[src/rtl/cmm_pkg.sv]
// Shared constants, codes and item types for the complex matrix multiplier.
package cmm_pkg;

    // Sizes
    localparam int MAX_DIM   = 8;
    localparam int ELEM_BITS = 16;
    localparam int DIM_W     = $clog2(MAX_DIM);
    localparam int ADDR_W    = 2 * DIM_W;
    localparam int DEPTH     = MAX_DIM * MAX_DIM;
    localparam int PROD_BITS = 2 * ELEM_BITS;
    localparam int ACC_BITS  = 36;
    localparam int CFG_DIM_W = 4;
    localparam int CFG_IDX_W = 2;
    localparam int CMD_W     = 2;

    // Item commands
    localparam logic [CMD_W-1:0] CMD_WRITE_A = 2'd0;
    localparam logic [CMD_W-1:0] CMD_WRITE_B = 2'd1;
    localparam logic [CMD_W-1:0] CMD_COMPUTE = 2'd2;

    // Configuration register indexes
    localparam logic [CFG_IDX_W-1:0] CFG_ROWS_A       = 2'd0;
    localparam logic [CFG_IDX_W-1:0] CFG_INNER_DIM    = 2'd1;
    localparam logic [CFG_IDX_W-1:0] CFG_COLS_B       = 2'd2;
    localparam logic [CFG_IDX_W-1:0] CFG_COMPLEX_MODE = 2'd3;

    typedef struct packed {
        logic [CMD_W-1:0]            cmd;
        logic [DIM_W-1:0]            row_index;
        logic [DIM_W-1:0]            col_index;
        logic signed [ELEM_BITS-1:0] elem_real;
        logic signed [ELEM_BITS-1:0] elem_imag;
    } in_item_t;

    typedef struct packed {
        logic [DIM_W-1:0]           out_row;
        logic [DIM_W-1:0]           out_col;
        logic signed [ACC_BITS-1:0] out_real;
        logic signed [ACC_BITS-1:0] out_imag;
        logic                       last;
    } out_item_t;

    // Clamped dimensions, held as last valid index
    typedef struct packed {
        logic [DIM_W-1:0] rows_last;
        logic [DIM_W-1:0] inner_last;
        logic [DIM_W-1:0] cols_last;
        logic             complex_mode;
    } cfg_t;

    // Controller to datapath
    typedef struct packed {
        logic             wr_a;
        logic             wr_b;
        logic             issue;
        logic [DIM_W-1:0] row;
        logic [DIM_W-1:0] col;
        logic [DIM_W-1:0] k;
        logic             first_k;
        logic             last_k;
        logic             last_elem;
    } dp_cmd_t;

    // Datapath to controller
    typedef struct packed {
        logic done;
    } dp_status_t;

endpackage

[src/rtl/cmm_cfg_regs.sv]
// Configuration registers with dimension clamping.
module cmm_cfg_regs
    import cmm_pkg::*;
(
    input  logic                 clk,
    input  logic                 rst_n,
    input  logic                 cfg_valid,
    output logic                 cfg_ready,
    input  logic [CFG_IDX_W-1:0] cfg_index,
    input  logic [CFG_DIM_W-1:0] cfg_data,
    output cfg_t                 cfg
);

    logic [CFG_DIM_W-1:0] rows_a_reg;
    logic [CFG_DIM_W-1:0] inner_dim_reg;
    logic [CFG_DIM_W-1:0] cols_b_reg;
    logic                 complex_mode_reg;

    // 0 acts as 1, anything above MAX_DIM acts as MAX_DIM
    function automatic logic [DIM_W-1:0] last_index(input logic [CFG_DIM_W-1:0] d);
        logic [CFG_DIM_W-1:0] dm1;
        dm1 = d - 1'b1;
        if (d == '0)
            return '0;
        else if (d > CFG_DIM_W'(MAX_DIM))
            return DIM_W'(MAX_DIM - 1);
        else
            return dm1[DIM_W-1:0];
    endfunction

    assign cfg_ready = 1'b1;

    // Register writes
    always_ff @(posedge clk or negedge rst_n) begin
        if (!rst_n)
        begin
            rows_a_reg       <= CFG_DIM_W'(MAX_DIM);
            inner_dim_reg    <= CFG_DIM_W'(MAX_DIM);
            cols_b_reg       <= CFG_DIM_W'(MAX_DIM);
            complex_mode_reg <= 1'b0;
        end
        else if (cfg_valid && cfg_ready)
        begin
            case (cfg_index)
                CFG_ROWS_A:       rows_a_reg       <= cfg_data;
                CFG_INNER_DIM:    inner_dim_reg    <= cfg_data;
                CFG_COLS_B:       cols_b_reg       <= cfg_data;
                CFG_COMPLEX_MODE: complex_mode_reg <= cfg_data[0];
                default:          ;
            endcase
        end
    end

    assign cfg.rows_last    = last_index(rows_a_reg);
    assign cfg.inner_last   = last_index(inner_dim_reg);
    assign cfg.cols_last    = last_index(cols_b_reg);
    assign cfg.complex_mode = complex_mode_reg;

endmodule

[config.mk]
export PLATFORM = sky130hd
export DESIGN_NAME = cmm_cfg_regs
export DESIGN_NICKNAME = d
export VERILOG_FILES = /design/src/rtl/cmm_pkg.sv /design/src/rtl/cmm_cfg_regs.sv
export SDC_FILE = /design/constraint.sdc
export NUM_CORES = 1
export LEC_CHECK = 0
export ABC_AREA = 1
export ABC_CLOCK_PERIOD_IN_PS = 1150
export BUFFER_PORTS_ARGS = -buffer_cell sky130_fd_sc_hd__buf_2
export CORE_ASPECT_RATIO = 1.1
export CORE_MARGIN = 2
export CORE_UTILIZATION = 25
export DETAILED_ROUTE_END_ITERATION = 8
export PLACE_DENSITY = 0.44
export SETUP_SLACK_MARGIN = 0.5
export SLEW_MARGIN = 5
export SYNTH_ARGS = -nofsm -noshare
export SYNTH_HDL_FRONTEND = slang
export SYNTH_SLANG_ARGS = --single-unit
[constraint.sdc]
create_clock -name clk -period 1.15 [get_ports clk]
set_clock_uncertainty 0.2 [all_clocks]
set_input_delay 0.0575 -clock clk [delete_from_list [all_inputs] [get_ports clk]]
set_output_delay 0.0575 -clock clk [all_outputs]
set_load 0.02 [all_outputs]
==> results.toml <==
[sta]
fin_tns_setup_ns = -2.603
maxSlewViolCount = 0
whs_ns = -0.5391
period_minus_slack_ns = 1.528
setup_violations = 9
period_share = 1.329
hold_viol = 26
rsz0062_at_grt = "true"
finalWorstSetupSlack_ns = -0.3783
fmax_mhz = 654.3

[synth]
yosysTopAreaCell = "dfrtp_1"
yosys_warnings = 0
synth-edff-count = 0
yosys-top-cells-area = "dfrtp_1, nand2_1, dfstp_2"
async_flop_share = 1.000
synth.most_common_cell = "nand2_1"
synth_common_cells = "nand2_1, inv_1, dfrtp_1"
synth_flop_cell = "dfrtp_1"
synth_area_um2 = 827.0
synth-seq-cells = 13
synth_fa_ha_area_frac = 0.04539
netlist_instances = 106
synth_cell_type_count = 19
synth.top_cell.area_share = 0.3026
yosys.area_share.simple = 0.3601
synth_top_family_by_area = "simple AND/OR/NAND/NOR gates"
avgSynthCellArea_um2 = 7.802
synthXorXnorAreaFrac = 0
synth_compound_area_frac = 0.03328
synth_seq_area_share = 0.3979
synth.area.mux_share = 0
syn-num-nets = 118

[detailed_routing]
routed_wl_mm = 1.627
dr.pass1.iters = 6
vias = 712
drt_iter0_drc = 14
drtAntennaViolNets = 0
via_per_inst = 4.368
drc = 1
wl_per_cell_um = 9.982

[setup_path]
start_kind = "flop"
critPathCaptureType = "output pin"
cp.required_ns = 0.89
worstRegToRegCells = 2
critPathKind = "reg2out"
critPathMaxFanout = 2
crit_arrival_ns = 1.27

[cts]
cts_tree = "yes"
cts_made_buffers = 3
cts-root-buf = "clkbuf_4"
cts_num_sinks = 13
ctsHtreeMaxLevel = 1
cts.path.max_buffers = 2
path_clk_slew_ns = 0.08
clock_latency_ns = 0.27

[placement]
port-buffer-count = 18
dp_hpwl_mm = 1.237
gp_congestion = 0.7150
dp_cells = 155

[finish]
fill_cells = 333
antenna-diode-count = 0
seq_area_um2 = 329.1
final_util = 0.3781
areaGrowthSynthToFinish_pct = 41.75
final_net_count = 142
fin_cells = 163
multiInputGateArea_um2 = 493.0
drive_gt1_frac = 0.5504

[run_status]
status = "complete, but fails checks"
violations = "design-rule violations, negative hold slack, negative setup slack"

[power_and_ir_drop]
power_density_nw_per_um2 = 1577
irDropWorstVdd_mv = 0.4554
p_leak_uw = 0.0005993
p_total_uw = 1849

[grt]
grt_max_degree = 18
grt_overflow = 0
grt_use_total = 0.09293
grt_pass1_vias = 684
antenna_found_initial = 0
grt_pass1_wl_mm = 2.746

[min_path]
hold_class = "in2async"

[floorplan]
pin_count = 20
die_x_um = 58.84
core_um2 = 3100
die-area_um2 = 3785
fp.dieH_um = 64.33
rows = 21
start_util = 0.2667

[job]
maxCapViolations = 0
-- final timing paths --
| kind | from | endpoint | slack, ns |
|---|---|---|---|
| worst min-delay path | rst_n | rows_a_reg[0] | -0.54 |
| worst max-delay path | cols_b_reg[0] | cfg[2] | -0.38 |
| min in group clk | cfg_data[3] | cols_b_reg[3] | -0.16 |
| worst min register to register | cols_b_reg[2] | cols_b_reg[2] | 0.27 |
| worst max register to register | rows_a_reg[3] | rows_a_reg[3] | 0.22 |
| max in group asynchronous | rst_n | inner_dim_reg[3] | 1.01 |
-- what timing repair did --
action,4_1_cts,5_1_grt
gates resized for setup,41,7
endpoints found under the hold margin,26,26
pin swaps,18,11
setup buffers,4,0
endpoints found under the setup margin,23,23
-- report_power, final --
part	switching [uW]	internal (uW)	total, uW
registers	56.1	543	599
clock network	140	134	274
logic	505	470	975
-- layout make-up --
| type | instances | share of cell area |
|---|---|---|
| multi-input combinational | 71 | 0.4205 |
| sequential | 13 | 0.2807 |
| timing repair buffer | 25 | 0.1846 |
| inverter | 16 | 0.05550 |
| tap | 34 | 0.03629 |
| clock buffer | 4 | 0.02241 |
-- routing by layer --
metal | GRT usage | vias up | part of all wire
li1 | - | 378 | -
met1 | 0.1183 | 319 | 0.44
met2 | 0.1528 | 13 | 0.51
met3 | 0.01822 | 2 | 0.041
met4 | 0.03409 | 0 | 0.0068
met5 | 0 | - | 0
-- cells in the final DEF, fill, tap and decap left out --
master / count
inv_1: 4
clkbuf_1: 1
conb_1: 1
nand3_1: 5
nand2_1: 28
nand4_1: 9
o21ai_2: 3
inv_2: 10
nor2_8: 1
inv_4: 2
o21ai_4: 1
clkbuf_4: 3
nor2_2: 1
dfrtp_1: 10
ha_4: 3
buf_6: 13
buf_2: 8
nand3_2: 2
o21bai_4: 1
dfstp_2: 3
buf_4: 4
nand2_2: 12
nand2_4: 4
-- through the flow --
stage               setup slack (ns)  area (um^2)
CTS                          -0.4106         1145
global placement             -0.1393        968.4
detailed placement           -0.1445        968.4
global route                 -0.4614         1172
finish                       -0.3783         1172
floorplan                   -0.01653        894.6
-- worst max-delay path: stages (launching register included) --
cell	delay, ns
dfrtp_1	0.36
inv_2	0.06
ha_4	0.25
inv_2	0.03
o21ai_2	0.11
nand2_2	0.06
buf_6	0.12
-- logic make-up after synthesis --
logic type               count (synthesis)
AND/OR/NAND/NOR                         62
buffers and inverters                   22
flip-flops                              13
AO/OA/AOI/OAI                            5
adder cells (fa/ha/maj)                  3
other                                    1
Power figures use the tool's default switching activity.
