[config.mk]
export PLATFORM = sky130hd
export DESIGN_NAME = cmm_ctrl
export DESIGN_NICKNAME = d
export VERILOG_FILES = /design/src/rtl/cmm_pkg.sv /design/src/rtl/cmm_ctrl.sv
export SDC_FILE = /design/constraint.sdc
export NUM_CORES = 1
export LEC_CHECK = 0
export BUFFER_PORTS_ARGS = -buffer_cell sky130_fd_sc_hd__buf_2
export CAP_MARGIN = 10
export CELL_PAD_IN_SITES_DETAIL_PLACEMENT = 1
export CELL_PAD_IN_SITES_GLOBAL_PLACEMENT = 1
export CORE_UTILIZATION = 30
export CTS_BUF_LIST = sky130_fd_sc_hd__clkbuf_16
export DETAILED_ROUTE_END_ITERATION = 10
export PLACE_DENSITY = 0.83
export SYNTH_ARGS = -nofsm -noshare
export SYNTH_HDL_FRONTEND = slang
export SYNTH_SLANG_ARGS = --single-unit
[constraint.sdc]
create_clock -name clk -period 2.4 [get_ports clk]
set_input_delay 0.12 -clock clk [delete_from_list [all_inputs] [get_ports clk]]
set_output_delay 0.12 -clock clk [all_outputs]
set_load 0.1 [all_outputs]
[src/rtl/cmm_pkg.sv]
// Shared constants, codes and item types for the complex matrix multiplier.
package cmm_pkg;

    // Sizes
    localparam int MAX_DIM   = 8;
    localparam int ELEM_BITS = 16;
    localparam int DIM_W     = $clog2(MAX_DIM);
    localparam int ADDR_W    = 2 * DIM_W;
    localparam int DEPTH     = MAX_DIM * MAX_DIM;
    localparam int PROD_BITS = 2 * ELEM_BITS;
    localparam int ACC_BITS  = 36;
    localparam int CFG_DIM_W = 4;
    localparam int CFG_IDX_W = 2;
    localparam int CMD_W     = 2;

    // Item commands
    localparam logic [CMD_W-1:0] CMD_WRITE_A = 2'd0;
    localparam logic [CMD_W-1:0] CMD_WRITE_B = 2'd1;
    localparam logic [CMD_W-1:0] CMD_COMPUTE = 2'd2;

    // Configuration register indexes
    localparam logic [CFG_IDX_W-1:0] CFG_ROWS_A       = 2'd0;
    localparam logic [CFG_IDX_W-1:0] CFG_INNER_DIM    = 2'd1;
    localparam logic [CFG_IDX_W-1:0] CFG_COLS_B       = 2'd2;
    localparam logic [CFG_IDX_W-1:0] CFG_COMPLEX_MODE = 2'd3;

    typedef struct packed {
        logic [CMD_W-1:0]            cmd;
        logic [DIM_W-1:0]            row_index;
        logic [DIM_W-1:0]            col_index;
        logic signed [ELEM_BITS-1:0] elem_real;
        logic signed [ELEM_BITS-1:0] elem_imag;
    } in_item_t;

    typedef struct packed {
        logic [DIM_W-1:0]           out_row;
        logic [DIM_W-1:0]           out_col;
        logic signed [ACC_BITS-1:0] out_real;
        logic signed [ACC_BITS-1:0] out_imag;
        logic                       last;
    } out_item_t;

    // Clamped dimensions, held as last valid index
    typedef struct packed {
        logic [DIM_W-1:0] rows_last;
        logic [DIM_W-1:0] inner_last;
        logic [DIM_W-1:0] cols_last;
        logic             complex_mode;
    } cfg_t;

    // Controller to datapath
    typedef struct packed {
        logic             wr_a;
        logic             wr_b;
        logic             issue;
        logic [DIM_W-1:0] row;
        logic [DIM_W-1:0] col;
        logic [DIM_W-1:0] k;
        logic             first_k;
        logic             last_k;
        logic             last_elem;
    } dp_cmd_t;

    // Datapath to controller
    typedef struct packed {
        logic done;
    } dp_status_t;

endpackage

[src/rtl/cmm_ctrl.sv]
// Controller: item decode, write range check and the i/j/k loop sequencer.
module cmm_ctrl
    import cmm_pkg::*;
(
    input  logic       clk,
    input  logic       rst_n,
    input  logic       start,
    input  in_item_t   item,
    input  cfg_t       cfg,
    input  dp_status_t status,
    output logic       busy,
    output dp_cmd_t    cmd
);

    typedef enum logic [1:0] {
        ST_IDLE,
        ST_RUN,
        ST_DRAIN
    } state_t;

    state_t           state_reg, state_next;
    logic             busy_reg, busy_next;
    logic [DIM_W-1:0] i_reg, i_next;
    logic [DIM_W-1:0] j_reg, j_next;
    logic [DIM_W-1:0] k_reg, k_next;
    logic             accept;

    assign accept = start && !busy_reg;
    assign busy   = busy_reg;

    // Element writes go straight to the stores, out-of-range ones dropped
    assign cmd.wr_a = accept && (item.cmd == CMD_WRITE_A)
                      && (item.row_index <= cfg.rows_last)
                      && (item.col_index <= cfg.inner_last);
    assign cmd.wr_b = accept && (item.cmd == CMD_WRITE_B)
                      && (item.row_index <= cfg.inner_last)
                      && (item.col_index <= cfg.cols_last);

    // One term issued per cycle while running
    assign cmd.issue     = (state_reg == ST_RUN);
    assign cmd.row       = i_reg;
    assign cmd.col       = j_reg;
    assign cmd.k         = k_reg;
    assign cmd.first_k   = (k_reg == '0);
    assign cmd.last_k    = (k_reg == cfg.inner_last);
    assign cmd.last_elem = (i_reg == cfg.rows_last) && (j_reg == cfg.cols_last);

    // Next state and loop counters
    always_comb begin
        state_next = state_reg;
        busy_next  = busy_reg;
        i_next     = i_reg;
        j_next     = j_reg;
        k_next     = k_reg;
        case (state_reg)
            ST_IDLE:
            begin
                if (accept && (item.cmd == CMD_COMPUTE))
                begin
                    state_next = ST_RUN;
                    busy_next  = 1'b1;
                    i_next     = '0;
                    j_next     = '0;
                    k_next     = '0;
                end
            end
            ST_RUN:
            begin
                if (k_reg == cfg.inner_last)
                begin
                    k_next = '0;
                    if (j_reg == cfg.cols_last)
                    begin
                        j_next = '0;
                        if (i_reg == cfg.rows_last)
                            state_next = ST_DRAIN;
                        else
                            i_next = i_reg + 1'b1;
                    end
                    else
                    begin
                        j_next = j_reg + 1'b1;
                    end
                end
                else
                begin
                    k_next = k_reg + 1'b1;
                end
            end
            ST_DRAIN:
            begin
                // wait for the final element to leave the pipeline
                if (status.done)
                begin
                    state_next = ST_IDLE;
                    busy_next  = 1'b0;
                end
            end
            default:
            begin
                state_next = ST_IDLE;
                busy_next  = 1'b0;
            end
        endcase
    end

    always_ff @(posedge clk or negedge rst_n) begin
        if (!rst_n)
        begin
            state_reg <= ST_IDLE;
            busy_reg  <= 1'b0;
            i_reg     <= '0;
            j_reg     <= '0;
            k_reg     <= '0;
        end
        else
        begin
            state_reg <= state_next;
            busy_reg  <= busy_next;
            i_reg     <= i_next;
            j_reg     <= j_next;
            k_reg     <= k_next;
        end
    end

endmodule

==> results.md <==
Outcome:
- The flow ran to the end, and the final reports show no timing, DRC or antenna violations.

Synthesis:
- The share of synthesized area in the top cell type comes to 0.294.
- Of the synthesized area, sequential elements account for 0.294.
- The synthesized area divided by synthesized cell count is 8.96 sq um.
- The share of synthesized cell area in and, or, nand and nor gates is 0.136.
- After synthesis, the largest family of logic cells by area is adder cells.
- The share of the synthesized area in compound gates (AO/OA/AOI/OAI) was 0.186.
- The count of distinct cell types in the synthesized netlist is 30.
- The synthesized design contains 12 register bits.
- Synthesis produced a netlist whose cell count is 114.
- The yosys synthesis warning count is 0.
- The area share of xor/xnor cells in the synthesized design is 0.0858.
- Of all cell types, the one taking the most synthesized area is dfrtp_1.
- The proportion of synthesized area in mux cells is 0.0196.
- In this run the cell area of the synthesized design comes to 1020 sq um.
- After synthesis, the cell types taking the most area are dfrtp_1 (29%), ha_1 (20%), xnor2_1 (8.6%).
- The net count of the mapped netlist is 184.
- The arithmetic-cell share of the synthesized area counting full adders, half adders and majority gates is 0.196.

Timing:
- Setup violations remaining at the end of the flow were counted as 0.
- The count of final max-slew check failures was 0.
- The actual transition at the worst max-transition pin is 0.488 ns.
- The worst hold slack after final layout is 0.254 ns.
- The final cycle utilization of the critical path is 0.768.
- Headroom to the max-slew limit came out at 0.677.
- The time the worst path needs with I/O delays and setup is 1.84 ns.
- The number of hold-slack violations in the final timing report came to 0.
- The maximum clock frequency is 543 MHz.
- The worst clock skew is 0.00103 ns.
- Setup repair after global routing left no endpoint under its margin.
- The final sum of negative setup slack is 0 ns.

Setup path:
- The endpoint kind of the worst setup timing path is an output pin.
- In this design, the critical path's most frequently occurring cell is buf_2.
- Of all nets on the critical path, the largest fanout is 2.
- Traced cell by cell, the critical path runs through buf_2, inv_1, ha_1, a21o_1, a21oi_1, a31oi_1, nor4b_4, buf_2.
- The delay of the slowest cell on the worst path is 0.46 ns.
- The data arrival time at the worst-slack endpoint is 1.72 ns.
- The critical path is of the in2out type.
- The number of cells on the worst reg-to-reg path is 5.
- The critical path's slowest cell is buf_2.
- The worst path required time is 2.28 ns.
- The worst setup path is launched from a primary input.
- The startpoint of the worst setup timing path is cfg[5].
- In this run the critical register-to-register path is launched from state_reg[0].

Worst hold path:
- The worst hold path begins at status.
- The worst hold path stage count is 3.
- The path class of the lowest-slack min-delay path is in2reg.

GRT:
- Across every metal layer, demand over resource in global routing totals 0.181.
- Entering global routing, the biggest net connects 13 pins.
- Global routing finished with a remaining overflow of 0.
- The number of antenna violations at the first check in global routing is 0.
- The number of global-route vias before repair came to 1060.
- The first global-routing pass estimated 4.73 mm of wire.

Placement:
- The wire-length estimate of the detail-placed layout is 2.42 mm.
- The number of buffers inserted by port buffering is 36.
- The routability congestion estimate is 0.726.

Power:
- Power comes to 1.11 mW.
- Dividing total power by cell area gives a power density of 808 nW/um^2.
- The static power due to leakage is 0.728 nW.
- VDD sags by at most 0.417 mV.

Routing:
- The DRC violations left is 0.
- For this run, the detailed router's first-pass iteration total came to 3.
- The detailed-route vias per instance is 4.95.
- The post-detailed-routing wire length is 2.80 mm.
- The count of nets left with antenna violations once routing finished came out at 0.
- The average wire length per cell after detail routing is 14.1 um.
- The via count of the routed design is 980.
- The number of violations reported at the end of detailed-routing iteration 0 is 16.

Floorplanning:
- 70 I/O pins were placed.
- In this run the core area contains 20 standard-cell rows.
- The total core area is 3130 sq um.
- The initial utilization of the core area, before any placement, comes to 0.326.
- The horizontal extent of the die is 60.3 um.
- The die covers 3640 sq um.
- In this run the vertical extent of the chip is 60.3 um.

Clock tree:
- After clock tree synthesis, the clock-pin slew on the worst setup and hold paths is 0.04 ns.
- The clock root buffer is clkbuf_16.
- The clock tree from TritonCTS is built.
- The maximum level of the CTS H-tree is 1.
- Clock latency on the worst-skew pair, taken at its later pin, is 0.24 ns.
- The number of clock buffers added by TritonCTS is 3.
- The clock passes through at most 2 buffers.
- The TritonCTS sink count is 12.

Layout:
- The number of nets in the finished design is 226.
- The proportion of layout cells with a drive suffix above 1 is 0.312.
- The area growth from synthesis to layout is 34.9%.
- 0 antenna diodes ended up in the layout.

Flow run:
- The max-cap violation count is 0.
-- power by group --
| part | switching [mW] | leakage (nW) | internal, mW | total [mW] |
|---|---|---|---|---|
| registers | 0.0381 | 0.158 | 0.227 | 0.265 |
| logic | 0.425 | 0.533 | 0.125 | 0.550 |
| clock network | 0.0825 | 0.0370 | 0.217 | 0.299 |
| total | 0.546 | 0.728 | 0.568 | 1.11 |
-- routing by layer --
metal / share of wire / vias up / wire, um / GRT usage
li1: - / 479 / - / -
met1: 0.43 / 469 / 1200 / 0.202
met2: 0.50 / 26 / 1410 / 0.328
met3: 0.037 / 6 / 104 / 0.0256
met4: 0.030 / 0 / 84 / 0.0997
met5: 0 / - / 0 / 0
-- cells in the mapped netlist (all sizes together) --
library cell / count
nor2b: 1
nor4b: 1
nand2b: 2
o22a: 1
a31oi: 6
nand3: 4
o22ai: 1
nor3: 1
mux2i: 2
xnor2: 10
nor4bb: 1
nor2: 3
o31ai: 1
nand2: 6
inv: 21
o2bb2ai: 1
a31o: 1
and4bb: 1
ha: 16
o21bai: 1
a21o: 5
dfrtp: 12
nor4: 2
clkinv: 1
a211o: 1
nor3b: 2
a32o: 1
o21ai: 3
a21oi: 6
-- timing repair --
item	CTS	global route
resized for setup	0	0
setup endpoints to repair	0	0
endpoints found under the hold margin	12	0
setup buffers	0	0
hold buffers	1	0
-- final timing paths --
check | end | slack [ns]
setup / recovery | cmd[14] | 0.56
hold / removal | state_reg[1] | 0.25
setup reg to reg | j_reg[2] | 0.71
hold reg to reg | j_reg[0] | 0.55
max in group asynchronous | k_reg[2] | 1.88
min in group asynchronous | i_reg[2] | 0.30
-- placed cells by master, fill, tap and decap left out, types with 2 or more instances in the layout --
| cell | n |
|---|---|
| inv_1 | 21 |
| xnor2_1 | 10 |
| nand2b_1 | 2 |
| clkbuf_16 | 3 |
| a31oi_1 | 6 |
| nor4_1 | 2 |
| nand3_1 | 4 |
| a21oi_1 | 6 |
| nand2_1 | 5 |
| mux2i_1 | 2 |
| a21o_1 | 5 |
| ha_1 | 16 |
| nor2_1 | 2 |
| dfrtp_1 | 12 |
| buf_2 | 36 |
| o21ai_0 | 3 |
| nor3b_1 | 2 |
-- cells by family (layout without fill, tap and decap cells) --
logic type,count (synthesis),count (layout)
AOI/OAI and AO/OA,28,28
and+or+nand+nor,24,24
buffers and inverters,22,62
adders and majority gates,16,16
DFF,12,12
xor gates and xnor gates,10,10
muxes,2,2
-- worst max-delay path: cells and delay by family --
kind / cells / cell delay, ns
compound gates: 3 / 0.42
fa+ha+maj: 1 / 0.28
buf+inv: 3 / 0.62
simple gates: 1 / 0.28
-- layout make-up --
| type | count | area [sq um] |
|---|---|---|
| Inverter | 22 | 83.8 |
| Multi-Input combinational cell | 80 | 673 |
| Clock buffer | 3 | 75.1 |
| Timing Repair Buffer | 37 | 190 |
| Tap cell | 44 | 55.1 |
| Sequential cell | 12 | 300 |
| Fill cell | 390 | 1750 |
-- per-stage QoR --
stage	area, sq um	cells	utilization	setup WS [ns]
finish	1380	198	0.440	0.558
global route	1380	198	0.440	0.448
CTS	1380	198	0.440	0.546
detailed placement	1290	194	0.413	0.541
global placement	1290	194	0.413	0.627
floorplan	1060	114	-	0.0271
(Power assumes the default switching activity.)
